==> config.mk <==
export PLATFORM = sky130hd
export DESIGN_NAME = ipmb_frame_parser_core_flat
export DESIGN_NICKNAME = d
export VERILOG_FILES = /design/src/sv/ipmb_fp_pkg.sv /design/src/sv/ipmb_fp_if.sv /design/src/sv/ipmb_fp_parser.sv /design/src/sv/ipmb_fp_queue.sv /design/src/sv/ipmb_frame_parser_core.sv /design/src/flat_wrapper.sv
export SDC_FILE = /design/constraint.sdc
export NUM_CORES = 1
export LEC_CHECK = 0
export BUFFER_PORTS_ARGS = -buffer_cell sky130_fd_sc_hd__buf_2
export CAP_MARGIN = 10
export CORE_MARGIN = 10
export CORE_UTILIZATION = 46
export DETAILED_ROUTE_END_ITERATION = 7
export HOLD_SLACK_MARGIN = 0.06
export PLACE_DENSITY_LB_ADDON = 0.2
export SETUP_SLACK_MARGIN = 0.05
export SYNTH_ARGS = -nofsm -noshare
export SYNTH_HDL_FRONTEND = slang
export SYNTH_HIERARCHICAL = 1
export SYNTH_SLANG_ARGS = --single-unit
==> constraint.sdc <==
create_clock -name clock -period 20.8 [get_ports clock]
set_clock_uncertainty 0.15 [all_clocks]
set_input_delay 4.16 -clock clock [delete_from_list [all_inputs] [get_ports clock]]
set_output_delay 4.16 -clock clock [all_outputs]
set_load 0.01 [all_outputs]
==> src/sv/ipmb_fp_pkg.sv <==
// shared types and constants of the ipmb frame parser
package ipmb_fp_pkg;

   localparam int unsigned MaxData = 32;
   localparam int unsigned MinLen  = 7;
   localparam int unsigned QDepth  = 4;
   localparam logic [7:0]  LunMask = 8'h03;

   typedef enum logic [2:0] {
      StOk     = 3'd0,
      StShort  = 3'd1,
      StLong   = 3'd2,
      StHdrBad = 3'd3,
      StMsgBad = 3'd4
   } status_type;

   typedef struct packed {
      logic       is_summary;
      logic [7:0] data_byte;
      logic [7:0] responder_addr;
      logic [5:0] net_function;
      logic [1:0] responder_lun;
      logic [7:0] requester_addr;
      logic [5:0] sequence_number;
      logic [1:0] requester_lun;
      logic [7:0] command_code;
      logic [5:0] payload_length;
      status_type frame_status;
      logic       last_of_run;
   } rsp_item_type;

   typedef struct packed {
      logic [1:0]   count;
      rsp_item_type first;
      rsp_item_type second;
   } push_type;

endpackage

==> src/sv/ipmb_fp_if.sv <==
// request and response channel interfaces of the ipmb frame parser
interface ipmb_fp_req_if;
   logic       valid;
   logic       ready;
   logic [7:0] rx_byte;
   logic       end_of_message;

   modport source (output valid, output rx_byte, output end_of_message, input ready);
   modport sink (input valid, input rx_byte, input end_of_message, output ready);
endinterface

interface ipmb_fp_rsp_if;
   logic       valid;
   logic       ready;
   logic       is_summary;
   logic [7:0] data_byte;
   logic [7:0] responder_addr;
   logic [5:0] net_function;
   logic [1:0] responder_lun;
   logic [7:0] requester_addr;
   logic [5:0] sequence_number;
   logic [1:0] requester_lun;
   logic [7:0] command_code;
   logic [5:0] payload_length;
   logic [2:0] frame_status;
   logic       last_of_run;

   modport source (
      output valid, output is_summary, output data_byte, output responder_addr,
      output net_function, output responder_lun, output requester_addr,
      output sequence_number, output requester_lun, output command_code,
      output payload_length, output frame_status, output last_of_run,
      input ready
   );
   modport sink (
      input valid, input is_summary, input data_byte, input responder_addr,
      input net_function, input responder_lun, input requester_addr,
      input sequence_number, input requester_lun, input command_code,
      input payload_length, input frame_status, input last_of_run,
      output ready
   );
endinterface

==> src/sv/ipmb_fp_parser.sv <==
// byte counter, running checksums, header capture and result generation
module ipmb_fp_parser (
   input  logic                  clock,
   input  logic                  reset,
   input  logic                  in_accept,
   input  logic [7:0]            in_byte,
   input  logic                  in_last,
   output ipmb_fp_pkg::push_type push_o
);
   import ipmb_fp_pkg::*;

   localparam logic [8:0] MaxData9 = 9'(MaxData);
   localparam logic [7:0] MinLen8  = 8'(MinLen);

   logic [7:0]      pos_ff, pos_in;
   logic [7:0]      hsum_ff, hsum_in;
   logic [7:0]      msum_ff, msum_in;
   logic [7:0]      held_ff, held_in;
   logic [4:0][7:0] hdr_ff, hdr_in;
   logic            over_ff, over_in;

   logic [4:0][7:0] hdr_cap;
   logic            over_cap;
   logic            data_zone;
   logic            data_ok;
   logic [8:0]      plen_raw;
   logic [8:0]      plen_cap;
   rsp_item_type    data_item;
   rsp_item_type    sum_item;
   status_type      status;

   always_comb begin
      hdr_cap   = hdr_ff;
      unique case (pos_ff)
         8'd0: hdr_cap[0] = in_byte;
         8'd1: hdr_cap[1] = in_byte;
         8'd3: hdr_cap[2] = in_byte;
         8'd4: hdr_cap[3] = in_byte;
         8'd5: hdr_cap[4] = in_byte;
         default: ;
      endcase

      data_zone = pos_ff >= MinLen8;
      data_ok   = data_zone && (({1'b0, pos_ff} - 9'(MinLen)) < MaxData9);
      over_cap  = over_ff | (data_zone & ~data_ok);

      plen_raw = {1'b0, pos_ff} - 9'(MinLen - 1);
      plen_cap = (plen_raw > MaxData9) ? MaxData9 : plen_raw;

      msum_in = msum_ff + in_byte;
      hsum_in = (pos_ff < 8'd3) ? hsum_ff + in_byte : hsum_ff;

      // short first, then too long, header sum, message sum
      priority if (pos_ff < MinLen8 - 8'd1) begin
         status = StShort;
      end else if (over_cap) begin
         status = StLong;
      end else if (hsum_in != 8'd0) begin
         status = StHdrBad;
      end else if (msum_in != 8'd0) begin
         status = StMsgBad;
      end else begin
         status = StOk;
      end

      data_item             = '0;
      data_item.data_byte   = held_ff;
      data_item.last_of_run = ~in_last;

      sum_item                 = '0;
      sum_item.is_summary      = 1'b1;
      sum_item.responder_addr  = hdr_cap[0];
      sum_item.net_function    = hdr_cap[1][7:2];
      sum_item.responder_lun   = 2'(hdr_cap[1] & LunMask);
      sum_item.requester_addr  = hdr_cap[2];
      sum_item.sequence_number = hdr_cap[3][7:2];
      sum_item.requester_lun   = 2'(hdr_cap[3] & LunMask);
      sum_item.command_code    = hdr_cap[4];
      sum_item.payload_length  = (status == StShort) ? 6'd0 : plen_cap[5:0];
      sum_item.frame_status    = status;
      sum_item.last_of_run     = 1'b1;

      push_o = '0;
      if (in_accept) begin
         unique case ({data_ok, in_last})
            2'b10: begin
               push_o.count = 2'd1;
               push_o.first = data_item;
            end
            2'b01: begin
               push_o.count = 2'd1;
               push_o.first = sum_item;
            end
            2'b11: begin
               push_o.count  = 2'd2;
               push_o.first  = data_item;
               push_o.second = sum_item;
            end
            default: push_o.count = 2'd0;
         endcase
      end

      held_in = in_byte;
      hdr_in  = hdr_cap;
      over_in = over_cap;
      pos_in  = (pos_ff == 8'hff) ? pos_ff : pos_ff + 8'd1;
      if (in_last) begin
         pos_in  = '0;
         hsum_in = '0;
         msum_in = '0;
         held_in = '0;
         hdr_in  = '0;
         over_in = 1'b0;
      end
   end

   always_ff @(posedge clock) begin
      if (reset) begin
         pos_ff  <= '0;
         hsum_ff <= '0;
         msum_ff <= '0;
         held_ff <= '0;
         hdr_ff  <= '0;
         over_ff <= 1'b0;
      end else if (in_accept) begin
         pos_ff  <= pos_in;
         hsum_ff <= hsum_in;
         msum_ff <= msum_in;
         held_ff <= held_in;
         hdr_ff  <= hdr_in;
         over_ff <= over_in;
      end
   end

   assert property (@(posedge clock) disable iff (reset)
      (push_o.count == 2'd2) |-> (push_o.second.is_summary && !push_o.first.is_summary))
      else $error("two results without data then summary order");

   assert property (@(posedge clock) disable iff (reset)
      (in_accept && in_last) |=> (pos_ff == 8'd0 && over_ff == 1'b0))
      else $error("state not cleared after end of message");

   assert property (@(posedge clock) disable iff (reset)
      (push_o.count != 2'd0) |-> in_accept)
      else $error("result pushed without an accepted beat");

endmodule

==> src/sv/ipmb_fp_queue.sv <==
// small result queue taking up to two results per beat
module ipmb_fp_queue (
   input  logic                      clock,
   input  logic                      reset,
   input  ipmb_fp_pkg::push_type     push_i,
   output logic                      space_o,
   output logic                      out_valid,
   input  logic                      out_ready,
   output ipmb_fp_pkg::rsp_item_type out_item
);
   import ipmb_fp_pkg::*;

   localparam int unsigned PtrW = $clog2(QDepth);
   localparam logic [PtrW:0] DepthC = (PtrW + 1)'(QDepth);

   rsp_item_type    mem [QDepth];
   logic [PtrW-1:0] wr_ff, wr_in;
   logic [PtrW-1:0] rd_ff, rd_in;
   logic [PtrW:0]   cnt_ff, cnt_in;
   logic            pop;

   always_comb begin
      pop       = out_valid & out_ready;
      wr_in     = wr_ff + PtrW'(push_i.count);
      rd_in     = rd_ff + PtrW'(pop);
      cnt_in    = cnt_ff + (PtrW + 1)'(push_i.count) - (PtrW + 1)'(pop);
      out_valid = cnt_ff != '0;
      out_item  = mem[rd_ff];
      space_o   = cnt_ff <= DepthC - (PtrW + 1)'(2);
   end

   always_ff @(posedge clock) begin
      if (push_i.count != 2'd0) begin
         mem[wr_ff] <= push_i.first;
      end
      if (push_i.count == 2'd2) begin
         mem[wr_ff + PtrW'(1)] <= push_i.second;
      end
   end

   always_ff @(posedge clock) begin
      if (reset) begin
         wr_ff  <= '0;
         rd_ff  <= '0;
         cnt_ff <= '0;
      end else begin
         wr_ff  <= wr_in;
         rd_ff  <= rd_in;
         cnt_ff <= cnt_in;
      end
   end

   assert property (@(posedge clock) disable iff (reset) cnt_ff <= DepthC)
      else $error("result queue over depth");

   assert property (@(posedge clock) disable iff (reset)
      (PtrW + 1)'(push_i.count) <= DepthC - cnt_ff)
      else $error("push overruns result queue");

   assert property (@(posedge clock) disable iff (reset)
      (out_valid && !out_ready) |=> (out_valid && out_item == $past(out_item)))
      else $error("stalled result changed");

endmodule

==> src/sv/ipmb_frame_parser_core.sv <==
// top level of the ipmb frame parser
// a data byte is pushed into the result queue when the byte that follows it is accepted
// the summary is pushed into the result queue when the final byte is accepted, behind a data byte when one goes first
// throughput: one byte per cycle while the result queue has space, set by the running sums and the result queue
// the result queue takes a beat while it holds at most two results
// reset clears the counter, sums, captured header and the result queue at once
module ipmb_frame_parser_core (
   input  logic          clock,
   input  logic          reset,
   ipmb_fp_req_if.sink   req_if,
   ipmb_fp_rsp_if.source rsp_if
);
   import ipmb_fp_pkg::*;

   push_type     push;
   rsp_item_type item;
   logic         space;
   logic         accept;

   assign req_if.ready = space;
   assign accept       = req_if.valid & space;

   ipmb_fp_parser u_parser (
      .clock     (clock),
      .reset     (reset),
      .in_accept (accept),
      .in_byte   (req_if.rx_byte),
      .in_last   (req_if.end_of_message),
      .push_o    (push)
   );

   ipmb_fp_queue u_queue (
      .clock     (clock),
      .reset     (reset),
      .push_i    (push),
      .space_o   (space),
      .out_valid (rsp_if.valid),
      .out_ready (rsp_if.ready),
      .out_item  (item)
   );

   assign rsp_if.is_summary      = item.is_summary;
   assign rsp_if.data_byte       = item.data_byte;
   assign rsp_if.responder_addr  = item.responder_addr;
   assign rsp_if.net_function    = item.net_function;
   assign rsp_if.responder_lun   = item.responder_lun;
   assign rsp_if.requester_addr  = item.requester_addr;
   assign rsp_if.sequence_number = item.sequence_number;
   assign rsp_if.requester_lun   = item.requester_lun;
   assign rsp_if.command_code    = item.command_code;
   assign rsp_if.payload_length  = item.payload_length;
   assign rsp_if.frame_status    = item.frame_status;
   assign rsp_if.last_of_run     = item.last_of_run;

endmodule

==> src/flat_wrapper.sv <==
// flat-port wrapper written by rule: the top's interface ports become plain ports
module ipmb_frame_parser_core_flat import ipmb_fp_pkg::*;
  (clock, reset, req_if_valid, req_if_rx_byte, req_if_end_of_message, req_if_ready, rsp_if_valid, rsp_if_is_summary, rsp_if_data_byte, rsp_if_responder_addr, rsp_if_net_function, rsp_if_responder_lun, rsp_if_requester_addr, rsp_if_sequence_number, rsp_if_requester_lun, rsp_if_command_code, rsp_if_payload_length, rsp_if_frame_status, rsp_if_last_of_run, rsp_if_ready);
  ipmb_fp_req_if req_if_i ();
  ipmb_fp_rsp_if rsp_if_i ();
  input  logic clock;
  input  logic reset;
  input wire logic [$bits(req_if_i.valid)-1:0] req_if_valid;
  input wire logic [$bits(req_if_i.rx_byte)-1:0] req_if_rx_byte;
  input wire logic [$bits(req_if_i.end_of_message)-1:0] req_if_end_of_message;
  output wire logic [$bits(req_if_i.ready)-1:0] req_if_ready;
  output wire logic [$bits(rsp_if_i.valid)-1:0] rsp_if_valid;
  output wire logic [$bits(rsp_if_i.is_summary)-1:0] rsp_if_is_summary;
  output wire logic [$bits(rsp_if_i.data_byte)-1:0] rsp_if_data_byte;
  output wire logic [$bits(rsp_if_i.responder_addr)-1:0] rsp_if_responder_addr;
  output wire logic [$bits(rsp_if_i.net_function)-1:0] rsp_if_net_function;
  output wire logic [$bits(rsp_if_i.responder_lun)-1:0] rsp_if_responder_lun;
  output wire logic [$bits(rsp_if_i.requester_addr)-1:0] rsp_if_requester_addr;
  output wire logic [$bits(rsp_if_i.sequence_number)-1:0] rsp_if_sequence_number;
  output wire logic [$bits(rsp_if_i.requester_lun)-1:0] rsp_if_requester_lun;
  output wire logic [$bits(rsp_if_i.command_code)-1:0] rsp_if_command_code;
  output wire logic [$bits(rsp_if_i.payload_length)-1:0] rsp_if_payload_length;
  output wire logic [$bits(rsp_if_i.frame_status)-1:0] rsp_if_frame_status;
  output wire logic [$bits(rsp_if_i.last_of_run)-1:0] rsp_if_last_of_run;
  input wire logic [$bits(rsp_if_i.ready)-1:0] rsp_if_ready;
  assign req_if_i.valid = req_if_valid;
  assign req_if_i.rx_byte = req_if_rx_byte;
  assign req_if_i.end_of_message = req_if_end_of_message;
  assign req_if_ready = req_if_i.ready;
  assign rsp_if_valid = rsp_if_i.valid;
  assign rsp_if_is_summary = rsp_if_i.is_summary;
  assign rsp_if_data_byte = rsp_if_i.data_byte;
  assign rsp_if_responder_addr = rsp_if_i.responder_addr;
  assign rsp_if_net_function = rsp_if_i.net_function;
  assign rsp_if_responder_lun = rsp_if_i.responder_lun;
  assign rsp_if_requester_addr = rsp_if_i.requester_addr;
  assign rsp_if_sequence_number = rsp_if_i.sequence_number;
  assign rsp_if_requester_lun = rsp_if_i.requester_lun;
  assign rsp_if_command_code = rsp_if_i.command_code;
  assign rsp_if_payload_length = rsp_if_i.payload_length;
  assign rsp_if_frame_status = rsp_if_i.frame_status;
  assign rsp_if_last_of_run = rsp_if_i.last_of_run;
  assign rsp_if_i.ready = rsp_if_ready;
  ipmb_frame_parser_core u_core (.clock(clock), .reset(reset), .req_if(req_if_i), .rsp_if(rsp_if_i));
endmodule
# --- Word-level counts from Yosys, hierarchy flattened ---
# Memory sizes are Yosys's and may differ from the RTL's. A register that Yosys moved wholly into a read port is not among the register bits.
# Cells that the tools add are included.
totals:
  reg_bits: 80
  out_inout_bits: 61
  mem_count: 1
  latch_bits: 0
  mem_bits_ro: 0
  ram_bits: 236
op_classes:
  div_mod_pow: 0
  n_mux: 28
  addsub: 10
  n_lt_le_gt_ge: 6
  mul: 0
  bitwise: 6
  shift: 0
  n_eq_ne: 11
  n_reduce_logical: 9
memory_table:
  columns: ["memory", "words", "width", "read_ports", "rd_ports_with_merged_regs", "wr", "line_no", "source"]
  rows:
  - ["u_core.u_queue.mem", 4, 59, 1, 1, 2, "ipmb_fp_queue.sv:16", "rsp_item_type mem [QDepth];"]
op_table:
  columns: ["cell", "count"]
  rows:
  - ["120-bit two-way mux", 1]
  - ["59-bit case mux with 2 select lines", 1]
  - ["8-bit two-way mux", 11]
  - ["59-bit two-way mux", 1]
  - ["40-bit two-way mux", 1]
  - ["8-bit by 3-bit subtractor with 9-bit output, second input constant", 2]
  - ["8-bit adder", 2]
  - ["8-bit by 3-bit equality test with 1-bit output, second input constant", 2]
  - ["8-bit nonzero test", 2]
  - ["3-bit two-way mux", 4]
  - ["6-bit two-way mux", 2]
  - ["9-bit by 6-bit greater-than comparator with 1-bit output, second input constant", 1]
  - ["9-bit by 6-bit less-than comparator with 1-bit output, second input constant", 1]
  - ["8-bit by 1-bit adder with 8-bit output, second input constant", 1]
  - ["8-bit by 1-bit equality test with 1-bit output, second input constant", 1]
  - ["8-bit by 2-bit equality test with 1-bit output, second input constant", 1]
  - ["8-bit equality test, second input constant", 1]
  - ["8-bit by 3-bit >= comparator with 1-bit output, second input constant", 1]
  - ["8-bit logical NOT", 1]
  - ["8-bit by 2-bit less-than comparator with 1-bit output, second input constant", 1]
  - ["8-bit by 3-bit less-than comparator with 1-bit output, second input constant", 1]
  - ["2-bit equality test, second input constant", 3]
  - ["1-bit two-way mux", 5]
  - ["2-bit case mux with 2 select lines", 1]
  - ["other kinds (18)", 22]

# --- Depth between registers and ports, before layout ---
# Gate-level depths: netlist of run 1.
depth:
  depth_word: 15
  mapped_depth: 19

# --- Cells and area by module ---
# The synthesis of run 1 kept the hierarchy.
modules_own_cells:
  columns: ["module", "seq_area_each_um2", "cells_each", "instances", "area_per_inst_um2"]
  rows:
  - ["ipmb_fp_queue", 7226.9, 617, 1, 11805.1]
  - ["ipmb_fp_parser", 1461.4, 618, 1, 4725.8]
  - ["ipmb_frame_parser_core", 0.0, 1, 1, 6.3]

# --- Least setup slack after synthesis of run 1 ---
# No wires, ideal clock.
synth_path:
  kind: "in2reg"
  start: "input req_if_end_of_message"
  end: "memory u_core/u_queue/mem[0][0] in the netlist's numbering, enable pin"
  setup_time_ns: 0.557
  required_ns: 20.093
  arrival_time_ns: 9.663
  path_buffers: 3
  stages: 8
  slack_ns: 10.430
  path_cell_list: "clkbuf_1 -> inv_1 -> clkbuf_1 -> ha_1 -> and2_1 -> buf_4 -> o21bai_1 -> o21ai_0"
synth_lines:
  columns: ["element", "line_no", "source"]
  rows:
  - ["start, declared", "flat_wrapper.sv:10", "input wire logic [$bits(req_if_i.end_of_message)-1:0] req_if_end_of_message;"]
  - ["end, declared", "ipmb_fp_queue.sv:16", null]

==> summary.md, run 1 <==
| Metric | Value |
|---|---|
| CP Data Required Time | `about 21 ns` |
| GPL Wtd Cong | `0.889` |
| Post-Syn Area | `about 17000 um^2` |
| Clock buffer depth | `3` |
| Via Count | `between 10000 and 15000` |
| Share of the synthesized area in the top cell type | `0.429` |
| Initial antenna violation count | `0` |
| Die area | `43900 um^2` |
| GRT Overall Usage | `0.176` |
| Synth cell count leaders | `236 x edfxtp_1, 218 x mux2_2, 195 x nor2_1` |
| Ys Warns | `6` |
| Cts hold-fix bufs | `0` |
| Number of global-route vias before repair | `between 10000 and 15000` |
| Startpoint Class | `primary input` |
| Setup TNS | `0 ns` |
| CP max FO | `36` |
| Initial Utilization | `0.466` |
| Filler cells | `~3100` |
| Port Buffers | `73` |
| Mapped Cells | `~1200` |
| Period utilization | `0.350` |
| Most instantiated library cell after synthesis | `edfxtp_1` |
| EDFF count, synth | `around 240` |
| Fin. max-slew vios | `0` |
| Row count | `69` |
| CTS tree | `done` |
| Setup ws final | `about 14 ns` |
| Hold Crit Class | `flop to flop` |
| Distinct cells, synth | `62` |
| CTS Root Cell | `clkbuf_16` |
| Skew-Pair Late Insertion Delay | `0.52 ns` |
| R2r setup slk | `16.10 ns` |
| DP HPWL | `23600 um` |
| Fmax achieved | `137 MHz` |
| # IOs | `74` |
| Final setup fails | `0` |
| Clock slew at reported path FFs | `about 0.06 ns` |
| Via/cell ratio | `5.76` |
| Chip width | `roughly 210 um` |
| Crit Path Class | `primary input to flop` |
| H-Tree Depth | `2` |
| Total setup buffers inserted after CTS | `0` |
| Seq/Total Area, Yosys | `0.525` |
| Outcome | `finished clean` |
| Worst r2r src | `u_core/u_parser/pos_ff[1]` |
| DR WL/cell | `22.5 um` |
| Area contributors post-synth | `edfxtp_1 43%, mux2_2 15%, dfxtp_1 9.7%, mux4_2 8.0%, nor2_1 4.4%` |
| Worst slack at placement | `12.98 ns` |
| Crit. End Element | `flop` |
| Syn_area_per_cell | `around 13 um^2` |
| Worst Setup SP | `req_if_end_of_message` |
| CP endpoint | `u_core/u_queue/mem[2][25]` |
| Cts repair resizes | `0` |
| First-pass DRT Iterations | `5` |
| RSZ-0062 raised after global routing | `no` |
| Layout area overhead | `10.6%` |
| Final hold viol count | `0` |
| Ant. Diodes | `0` |
| Critical Path AT | `between 7 and 8 ns` |
| Main synth FF type | `edfxtp_1` |
| Synth Register Bits | `316` |
| Minimum clock period | `around 7.3 ns` |
| Ys async rst share | `0` |
| FF-to-FF End | `u_core/u_queue/mem[3][37]` |
| Worst Tran Pin Value | `1.03 ns` |
| MaxCap Viol Count | `0` |
| Final wirelength | `approximately 40000 um` |
| Leak pwr | `between 0.006 and 0.007 uW` |
| Core area | `roughly 35000 um^2` |
| R2R cell count | `13` |
| Die Y | `210 um` |
| Layout cell share with drive strength beyond 1 | `0.343` |
| DRT iter0 DRCs | `between 700 and 800` |
| DRC | `0` |
| Hold Path Cell Cnt | `2` |
| Clk sinks | `around 320` |
| Worst vdd ir | `between 0.06 and 0.07 mV` |
| Number of CTS-inserted buffers | `36` |
| Pin count of the biggest net entering global routing | `between 70 and 80` |
| Power density cells | `between 80 and 90 nW/um^2` |
| Largest area contributor in the netlist | `edfxtp_1` |
| Total global routing overflow | `0` |
| Routed Antenna Nets | `0` |
| First-pass GRT wire length | `61600 um` |
| Worst slew margin | `0.314` |
| Fin nets | `between 1000 and 1500` |
[worst max-delay path, cell delays in order]
cell      delay (ns)
buf_2           0.25
inv_1           0.33
ha_1            0.39
and2_1          0.43
o21bai_1        0.26
o21bai_4        0.77
buf_4           0.60
[power breakdown]
| part | switching, uW | total [uW] | leakage (uW) | internal, uW |
|---|---|---|---|---|
| clock | 253 | 601 | 0.000549 | 348 |
| sequential | 28.6 | 733 | 0.00278 | 705 |
| combinational | 158 | 293 | 0.00337 | 135 |
| total | 439 | 1630 | 0.00670 | 1190 |
[area by class of cell]
class / instances / area [um^2] / area share
Multi-Input combinational cell: 818 / 7380 / 0.404
Sequential cell: 316 / 8690 / 0.476
Timing Repair Buffer: 87 / 470 / 0.0257
Clock buffer: 49 / 991 / 0.0542
Inverter: 15 / 56.3 / 0.00308
Tap cell: 461 / 577 / 0.0315
Clock inverter: 17 / 118 / 0.00643
[placed cells by master, fill, tap and decap left out, drive strengths merged, types with 19 or more instances in the layout]
cell    Yosys  routed
mux2i      42      42
edfxtp    236     236
and2       19      19
mux4       59      59
inv        15      19
a22oi      51      51
ha         26      26
clkbuf     36      49
nor2      195     195
dfxtp      80      80
buf        58      87
mux2      238     238
nand2      32      32
a21oi      25      25
[how the worst min path moves through the flow]
stage	to	slack (ns)	start
CTS	u_core/u_parser/held_ff[4]	0.31	u_core/u_parser/held_ff[4]
floorplan	u_core/u_parser/held_ff[1]	0.29	u_core/u_parser/held_ff[1]
detailed placement	u_core/u_parser/held_ff[4]	0.30	u_core/u_parser/held_ff[4]
finish	u_core/u_parser/held_ff[4]	0.31	u_core/u_parser/held_ff[4]
global placement	u_core/u_parser/held_ff[5]	0.30	u_core/u_parser/held_ff[5]
global route	u_core/u_parser/held_ff[4]	0.32	u_core/u_parser/held_ff[4]
[logic make-up (layout without fill, tap and decap cells)]
kind of cell	after synthesis	in the layout	synth area share
mux	339	339	0.270
flops	316	316	0.525
simple gates	304	304	0.0869
compound gates	113	113	0.0465
buf+inv	109	168	0.0326
fa+ha+maj	29	29	0.0233
xor+xnor	25	25	0.0149
other cells	1	8	0.000227
[flip-flops by register name (all words and copies together), names as in the netlist, 3 cells and up]
name                     count
u_core/u_parser/pos_ff       8
u_core/u_parser/held_ff      8
u_core/u_parser/hsum_ff      8
u_core/u_queue/mem         236
u_core/u_parser/hdr_ff      40
u_core/u_parser/msum_ff      8
u_core/u_queue/cnt_ff        3
[through the flow]
| stage | cells | util | hold WS, ns | instance area (um^2) | power [uW] |
|---|---|---|---|---|---|
| 2_1_floorplan | 1243 | - | 0.286 | 16600 | 945 |
| 3_3_place_gp | 1697 | 0.484 | 0.296 | 17200 | 1040 |
| 3_5_place_dp | 1697 | 0.484 | 0.300 | 17200 | 1050 |
| 4_1_cts | 1763 | 0.515 | 0.309 | 18300 | 1650 |
| 5_1_grt | 1763 | 0.515 | 0.324 | 18300 | 1700 |
| 6_report | 1763 | 0.515 | 0.310 | 18300 | 1630 |
[layer usage]
layer	vias up	wire length, um	track usage
met1	5141	17400	0.231
met5	-	0	0
li1	4710	-	-
met2	242	19600	0.299
met4	0	780	0.0469
met3	60	1890	0.0255
Power figures use the tool's default switching activity.
==> run 2: changes to the inputs <==
==> constraint.sdc (replaced) <==
create_clock -name clock -period 7.2 [get_ports clock]
set_clock_uncertainty 0.15 [all_clocks]
set_input_delay 1.44 -clock clock [delete_from_list [all_inputs] [get_ports clock]]
set_output_delay 1.44 -clock clock [all_outputs]
set_load 0.01 [all_outputs]
==> run 2 against run 1 <==
First-iteration DRC count down 7.0%. Cell area increased by 0.66%. Final cell count is 0.34% higher. Critical path depth grew 7. Combinational power grew to 2.9 times the previous value. Via count down 0.85%. Critical endpoint is now u_core/u_queue/mem[3][6]. Highest routed layer is now met5.
==> summary.md, run 2 (synthesis results as in run 1) <==
| Metric | Value |
|---|---|
| Largest register FFs | `236 (unchanged)` |
| R2r setup slk | `2.32 ns (-13.78 ns)` |
| First-pass DRT Iterations | `5 (unchanged)` |
| Fin. max-slew vios | `0 (unchanged)` |
| Filler cells | `3019 (-2.7%)` |
| Pin count of the biggest net entering global routing | `77 (unchanged)` |
| CP max FO | `45 (+25%)` |
| Die Y | `210 um (unchanged)` |
| Routed Antenna Nets | `0 (unchanged)` |
| Cts repair resizes | `0 (unchanged)` |
| CTS Root Cell | `clkbuf_16` |
| DP HPWL | `24500 um (+3.7%)` |
| Clk sinks | `316 (unchanged)` |
| Top Registers | `u_core/u_queue/mem: 236 flops, u_core/u_parser/hdr_ff: 40 flops` |
| Hold Path Cell Cnt | `2 (unchanged)` |
| Final Core Density | `0.519 (+0.00342)` |
| Total global routing overflow | `0 (unchanged)` |
| Layout area overhead | `11.3%` |
| Skew-Pair Late Insertion Delay | `0.53 ns (about the same)` |
| Most common cell after layout, fill and taps aside | `edfxtp_1` |
| Leak pwr | `0.00675 uW (+0.78%)` |
| Crit path largest cell delay | `0.91 ns (+0.14 ns)` |
| Final setup fails | `0 (unchanged)` |
| DRC | `0 (unchanged)` |
| Worst r2r src | `u_core/u_parser/pos_ff[1]` |
| Port Buffers | `73 (unchanged)` |
| Chip width | `210 um (unchanged)` |
| Fmax achieved | `205 MHz` |
| Worst vdd ir | `0.177 mV (+190%)` |
| Final hold slack | `0.306 ns (-0.00393 ns)` |
| Initial Utilization | `0.466 (unchanged)` |
| Worst Tran Pin Value | `1.14 ns (+0.115 ns)` |
| Startpoint Class | `flop` |
| Period utilization | `0.678` |
| Initial antenna violation count | `2 (+2)` |
| GRT Overall Usage | `0.177 (+0.000671)` |
| DRT iter0 DRCs | `705 (-7.0%)` |
| Cts hold-fix bufs | `0 (unchanged)` |
| Clock buffer depth | `3 (unchanged)` |
| R2R cell count | `14 (+1)` |
| Clock slew at reported path FFs | `0.06 ns (about the same)` |
| FF/Latch Area | `8690 um^2 (unchanged)` |
| Multi-input gate area | `7380 um^2 (unchanged)` |
| Cell Count, Final, Fillers Out | `1769 (+0.34%)` |
| Slowest stage cell, crit path | `and4bb_4` |
| MaxCap Viol Count | `0 (unchanged)` |
| H-Tree Depth | `2 (unchanged)` |
| CTS tree | `done` |
| DR WL/cell | `22.3 um (-0.97%)` |
| Via/cell ratio | `5.69 (-1.2%)` |
| Placed cells | `1700 (+0.18%)` |
| Hold_sp | `u_core/u_parser/held_ff[4]` |
| Layout cell share with drive strength beyond 1 | `0.347 (+0.00328)` |
| Total setup buffers inserted after CTS | `0 (unchanged)` |
| Outcome | `finished clean` |
| RSZ-0062 raised after global routing | `no` |
| Endpoint, Worst Hold | `u_core/u_parser/held_ff[4]` |
| Number of CTS-inserted buffers | `37 (+2.8%)` |
| Crit Path Class | `flop to flop` |
| Hold Crit Class | `flop to flop` |
| # IOs | `74 (unchanged)` |
| Post-route cell area | `18400 um^2 (+0.66%)` |
| Minimum clock period | `a little under 5 ns` |
| First-pass GRT wire length | `61100 um (-0.83%)` |
| Commonest cells after routing, fill and taps aside | `236 x edfxtp_1, 218 x mux2_2, 193 x nor2_1` |
| Final wirelength | `39400 um (-0.63%)` |
| Fin nets | `1320 (+0.30%)` |
| Via Count | `10100 (-0.85%)` |
| Register name with the most flops | `u_core/u_queue/mem` |
| Number of global-route vias before repair | `10300 (-2.5%)` |
| Worst slew margin | `0.234 (-0.0795)` |
| GPL Wtd Cong | `0.890 (+0.18%)` |
| CP Cell Sequence | `ha_1, nand2_1, nand4_1, o21ai_0, a22oi_1, or2_2, inv_1, ha_1, nand2_1, buf_4, inv_1, and4bb_4, buf_4, mux2_2` |
| Core area | `35500 um^2 (unchanged)` |
| Row count | `69 (unchanged)` |
| Setup TNS | `0 ns (unchanged)` |
| Power density cells | `260 nW/um^2 (+190%)` |
| Critical Path AT | `4.99 ns (-2.30 ns)` |
| FF-to-FF End | `u_core/u_queue/mem[3][6]` |
| CP Data Required Time | `7.31 ns (-13.49 ns)` |
| Die area | `43900 um^2 (unchanged)` |
| Final hold viol count | `0 (unchanged)` |
| DP Area | `17200 um^2 (+0.35%)` |
| Crit. End Element | `flop` |
run 2: how the worst max path moves through the flow:
stage                              startpoint                   endpoint  slack, ns  cells past startpoint
floorplan               req_if_end_of_message   u_core/u_queue/mem[2][0]       1.02                      8
global placement                 req_if_valid  u_core/u_queue/mem[3][21]       2.11                      8
detailed placement               req_if_valid  u_core/u_queue/mem[3][12]       2.06                      8
CTS                 u_core/u_parser/pos_ff[1]   u_core/u_queue/mem[3][6]       2.31                     14
global route        u_core/u_parser/pos_ff[1]  u_core/u_queue/mem[3][13]       1.90                     13
finish              u_core/u_parser/pos_ff[1]   u_core/u_queue/mem[3][6]       2.32                     14
run 2: routing by layer:
metal	wire length [um]	global-route usage
met5	11	0
met4	714	0.0461
met3	1900	0.0255
met2	19300	0.297
met1	17500	0.235
run 2: through the flow:
step,setup slack (ns),total power (uW)
global placement,2.11,3020
global route,1.90,4980
floorplan,1.02,2730
CTS,2.31,4840
finish,2.32,4780
detailed placement,2.06,3030
run 2: final cells by class:
class,count,share of cell area
flip-flops and latches,316,0.472
clock inverters,9,0.00449
well taps,461,0.0313
inverters,15,0.00306
clock buffers,59,0.0589
repair buffers,90,0.0288
diodes,1,0.000136
multi-input cells,818,0.401
run 2: worst max-delay path: cells and delay by family, from the launching register on:
kind | cells | cell delay, ns
adder cells (fa/ha/maj) | 2 | 0.50
buffers and inverters | 4 | 1.32
flip-flops | 1 | 0.39
AO/OA/AOI/OAI | 2 | 0.31
AND/OR/NAND/NOR | 5 | 1.56
multiplexers | 1 | 0.38
run 2: power breakdown:
part / switching, uW / internal [uW]
clock network: 729 / 1070
logic: 449 / 393
registers: 94.9 / 2040
total: 1270 / 3500
==> run 3: changes to the inputs <==
--- a/config.mk
+++ b/config.mk
@@ -5,6 +5,7 @@
 export SDC_FILE = /design/constraint.sdc
 export NUM_CORES = 1
 export LEC_CHECK = 0
+export ABC_AREA = 1
 export BUFFER_PORTS_ARGS = -buffer_cell sky130_fd_sc_hd__buf_2
 export CAP_MARGIN = 10
 export CORE_MARGIN = 10
==> constraint.sdc (replaced) <==
create_clock -name clock -period 4 [get_ports clock]
set_clock_uncertainty 0.15 [all_clocks]
set_input_delay 0.8 -clock clock [delete_from_list [all_inputs] [get_ports clock]]
set_output_delay 0.8 -clock clock [all_outputs]
set_load 0.01 [all_outputs]
==> run 3 against run 2 <==
Setup slack got worse by 1.7 ns. Global-route usage rose by 3.0 points. Hold slack improved by 0.0066 ns. Die area rose by 1.5%. Synthesized area rose by 1.6%. Final cell count rose by 44%. Critical path depth fell by 9. Power rose by 86%. Largest power group unchanged.
==> summary.md, run 3 <==
| Metric | Value |
|---|---|
| Outcome | `finished clean` |
| Register name with the most flops | `u_core/u_queue/mem` |
| GRT Overall Usage | `0.207 (+0.0300)` |
| Synth Register Bits | `316 (unchanged)` |
| Placed cells | `2479 (+46%)` |
| Fin nets | `2097 (+59%)` |
| Worst Tran Pin Value | `0.850 ns (-0.294 ns)` |
| Via/cell ratio | `5.51 (-3.2%)` |
| Minimum clock period | `about 3.3 ns` |
| CTS Root Cell | `clkbuf_16` |
| Core area | `35800 um^2 (+0.97%)` |
| Initial antenna violation count | `1 (-1)` |
| Via Count | `14000 (+39%)` |
| Distinct cells, synth | `40 (-35%)` |
| RSZ-0062 raised after global routing | `no` |
| Number of CTS-inserted buffers | `35 (-5.4%)` |
| Leak pwr | `0.00662 uW (-2.0%)` |
| DR WL/cell | `18.2 um (-18%)` |
| Layout cell share with drive strength beyond 1 | `0.103 (-0.244)` |
| Main synth FF type | `edfxtp_1` |
| Filler cells | `3271 (+8.3%)` |
| Post-Syn Area | `16800 um^2 (+1.6%)` |
| Period utilization | `0.837` |
| Initial Utilization | `0.469 (+0.00309)` |
| Die Y | `211 um (+0.74%)` |
| Largest area contributor in the netlist | `edfxtp_1` |
| DP HPWL | `27900 um (+14%)` |
| Most instantiated library cell after synthesis | `nand2_1` |
| DP Area | `17500 um^2 (+1.7%)` |
| Clock network power share | `0.341 (-0.037)` |
| Cts hold-fix bufs | `0 (unchanged)` |
| EDFF count, synth | `236 (unchanged)` |
| CTS tree | `done` |
| Row count | `69 (unchanged)` |
| First-pass GRT wire length | `73400 um (+20%)` |
| Ys async rst share | `0 (unchanged)` |
| Sw Pwr | `2800 uW (+120%)` |
| Syn_area_per_cell | `8.23 um^2 (-38%)` |
| Port Buffers | `73 (unchanged)` |
| Final wirelength | `46300 um (+17%)` |
| Clock slew at reported path FFs | `0.06 ns (about the same)` |
| Ant. Diodes | `0 (-1)` |
| Setup TNS | `0 ns (unchanged)` |
| Total global routing overflow | `0 (unchanged)` |
| Fmax achieved | `~300 MHz` |
| Startpoint Class | `flop` |
| CP bufs+invs | `3 (-1)` |
| Clock buffer depth | `3 (unchanged)` |
| Final setup fails | `0 (unchanged)` |
| Critical Path AT | `2.40 ns (-2.59 ns)` |
| Worst vdd ir | `0.287 mV (+62%)` |
| Commonest cells after routing, fill and taps aside | `477 x nand2_1, 342 x o21ai_0, 250 x nor2_1` |
| Worst slew margin | `0.432 (+0.198)` |
| CP Data Required Time | `3.05 ns (-4.26 ns)` |
| GPL Wtd Cong | `0.947 (+6.3%)` |
| Seq/Total Area, Yosys | `0.517 (-0.00849)` |
| Final hold viol count | `0 (unchanged)` |
| Seq pwr share | `0.423 (-0.023)` |
| Mapped Cells | `2042 (+65%)` |
| Cts repair resizes | `0 (unchanged)` |
| Number of global-route vias before repair | `13500 (+31%)` |
| Crit Path Class | `flop to output port` |
| Routed Antenna Nets | `0 (unchanged)` |
| H-Tree Depth | `2 (unchanged)` |
| Post-route cell area | `18600 um^2 (+1.0%)` |
| Total setup buffers inserted after CTS | `0 (unchanged)` |
| Hold Crit Class | `flop to flop` |
| Tot Pwr | `8890 uW (+86%)` |
| Fraction of power spent switching nets | `0.315 (+0.0485)` |
| Internal | `6090 uW (+74%)` |
| DRT iter0 DRCs | `1135 (+61%)` |
| Slowest stage cell, crit path | `dfxtp_2` |
| # IOs | `74 (unchanged)` |
| Logic pwr share | `0.236 (+0.060)` |
| CP Cell Sequence | `clkinv_1, buf_4, o21ai_0, o22ai_1, buf_2` |
| First-pass DRT Iterations | `6 (+1)` |
| DRC | `0 (unchanged)` |
| Pin count of the biggest net entering global routing | `122 (+58%)` |
| Ys Warns | `6 (unchanged)` |
| Crit path largest cell delay | `0.49 ns (-0.42 ns)` |
| Top Registers | `u_core/u_queue/mem: 236 flops, u_core/u_parser/hdr_ff: 40 flops` |
| Cell Count, Final, Fillers Out | `2542 (+44%)` |
| Share of the synthesized area in the top cell type | `0.422 (-0.00692)` |
| Most common cell after layout, fill and taps aside | `nand2_1` |
| Crit. End Element | `output port` |
| Clk sinks | `316 (unchanged)` |
| Synth cell count leaders | `484 x nand2_1, 342 x o21ai_0, 251 x nor2_1` |
| Chip width | `211 um (+0.74%)` |
| Area contributors post-synth | `edfxtp_1 42%, nand2_1 11%, o21ai_0 10%, dfxtp_1 9.5%, nor2_1 5.6%` |
| Power density cells | `478 nW/um^2 (+84%)` |
| CP max FO | `44 (-2.2%)` |
| MaxCap Viol Count | `0 (unchanged)` |
| Die area | `44600 um^2 (+1.5%)` |
| Layout area overhead | `10.6%` |
| Fin. max-slew vios | `0 (unchanged)` |
| Largest register FFs | `236 (unchanged)` |
| Crit path max-delay family | `buffers and inverters` |
| Skew-Pair Late Insertion Delay | `0.52 ns (about the same)` |
[run 3: logic make-up (layout without fill, tap and decap cells)]
group | Yosys count | count (layout) | share of synthesized area
AND/OR/NAND/NOR | 863 | 863 | 0.214
AO/OA/AOI/OAI | 551 | 551 | 0.169
flip-flops | 316 | 316 | 0.517
buffers and inverters | 274 | 306 | 0.0731
adder cells (fa/ha/maj) | 29 | 29 | 0.0229
XOR/XNOR | 8 | 8 | 0.00417
other | 1 | 8 | 0.000223
[run 3: power groups by stage]
stage | clock network, uW | logic, uW | registers [uW]
after floorplan | 0 | 1320 | 3800
after global placement | 0 | 2110 | 3830
after detailed placement | 0 | 2130 | 3830
after CTS | 3080 | 2130 | 3760
after global routing | 3220 | 2340 | 3780
final | 3030 | 2100 | 3760
[run 3: layer usage]
layer,wire length [um],track usage,vias up
met5,0,0,-
met4,948,0.0587,0
met3,2980,0.0261,72
met2,22800,0.362,457
met1,19500,0.263,6583
li1,-,-,6895
[run 3: final cells by class]
class / instances / area (um^2) / share of cell area
sequential: 316 / 8700 / 0.468
multi-input combinational: 1459 / 6990 / 0.376
clock buffer: 50 / 963 / 0.0518
timing repair buffer: 106 / 751 / 0.0404
tap: 461 / 577 / 0.0310
inverter: 137 / 517 / 0.0278
clock inverter: 13 / 100 / 0.00538
[run 3: worst paths after layout]
path	from	endpoint	slack, ns	cells past startpoint
worst max-delay path	u_core/u_queue/rd_ff[1]	rsp_if_frame_status[1]	0.65	5
worst min-delay path	u_core/u_parser/hdr_ff[19]	u_core/u_parser/hdr_ff[19]	0.31	2
worst max register to register	u_core/u_parser/pos_ff[2]	u_core/u_queue/mem[0][46]	0.67	14
worst min register to register	u_core/u_parser/hdr_ff[19]	u_core/u_parser/hdr_ff[19]	0.31	2
[run 3: worst reg2reg max path, delay by kind of cell (launching register included)]
kind | cells | cell delay (ns)
flops | 1 | 0.37
compound gates | 3 | 0.34
buf+inv | 2 | 0.53
fa+ha+maj | 2 | 0.37
simple gates | 7 | 1.42
[run 3: per-stage QoR]
stage / util / setup slack [ns] / hold WS (ns)
3_3_place_gp: 0.489 / 0.699 / 0.298
5_1_grt: 0.519 / 0.397 / 0.327
3_5_place_dp: 0.489 / 0.635 / 0.303
2_1_floorplan: - / 0.0680 / 0.291
4_1_cts: 0.519 / 0.620 / 0.313
6_report: 0.519 / 0.653 / 0.313
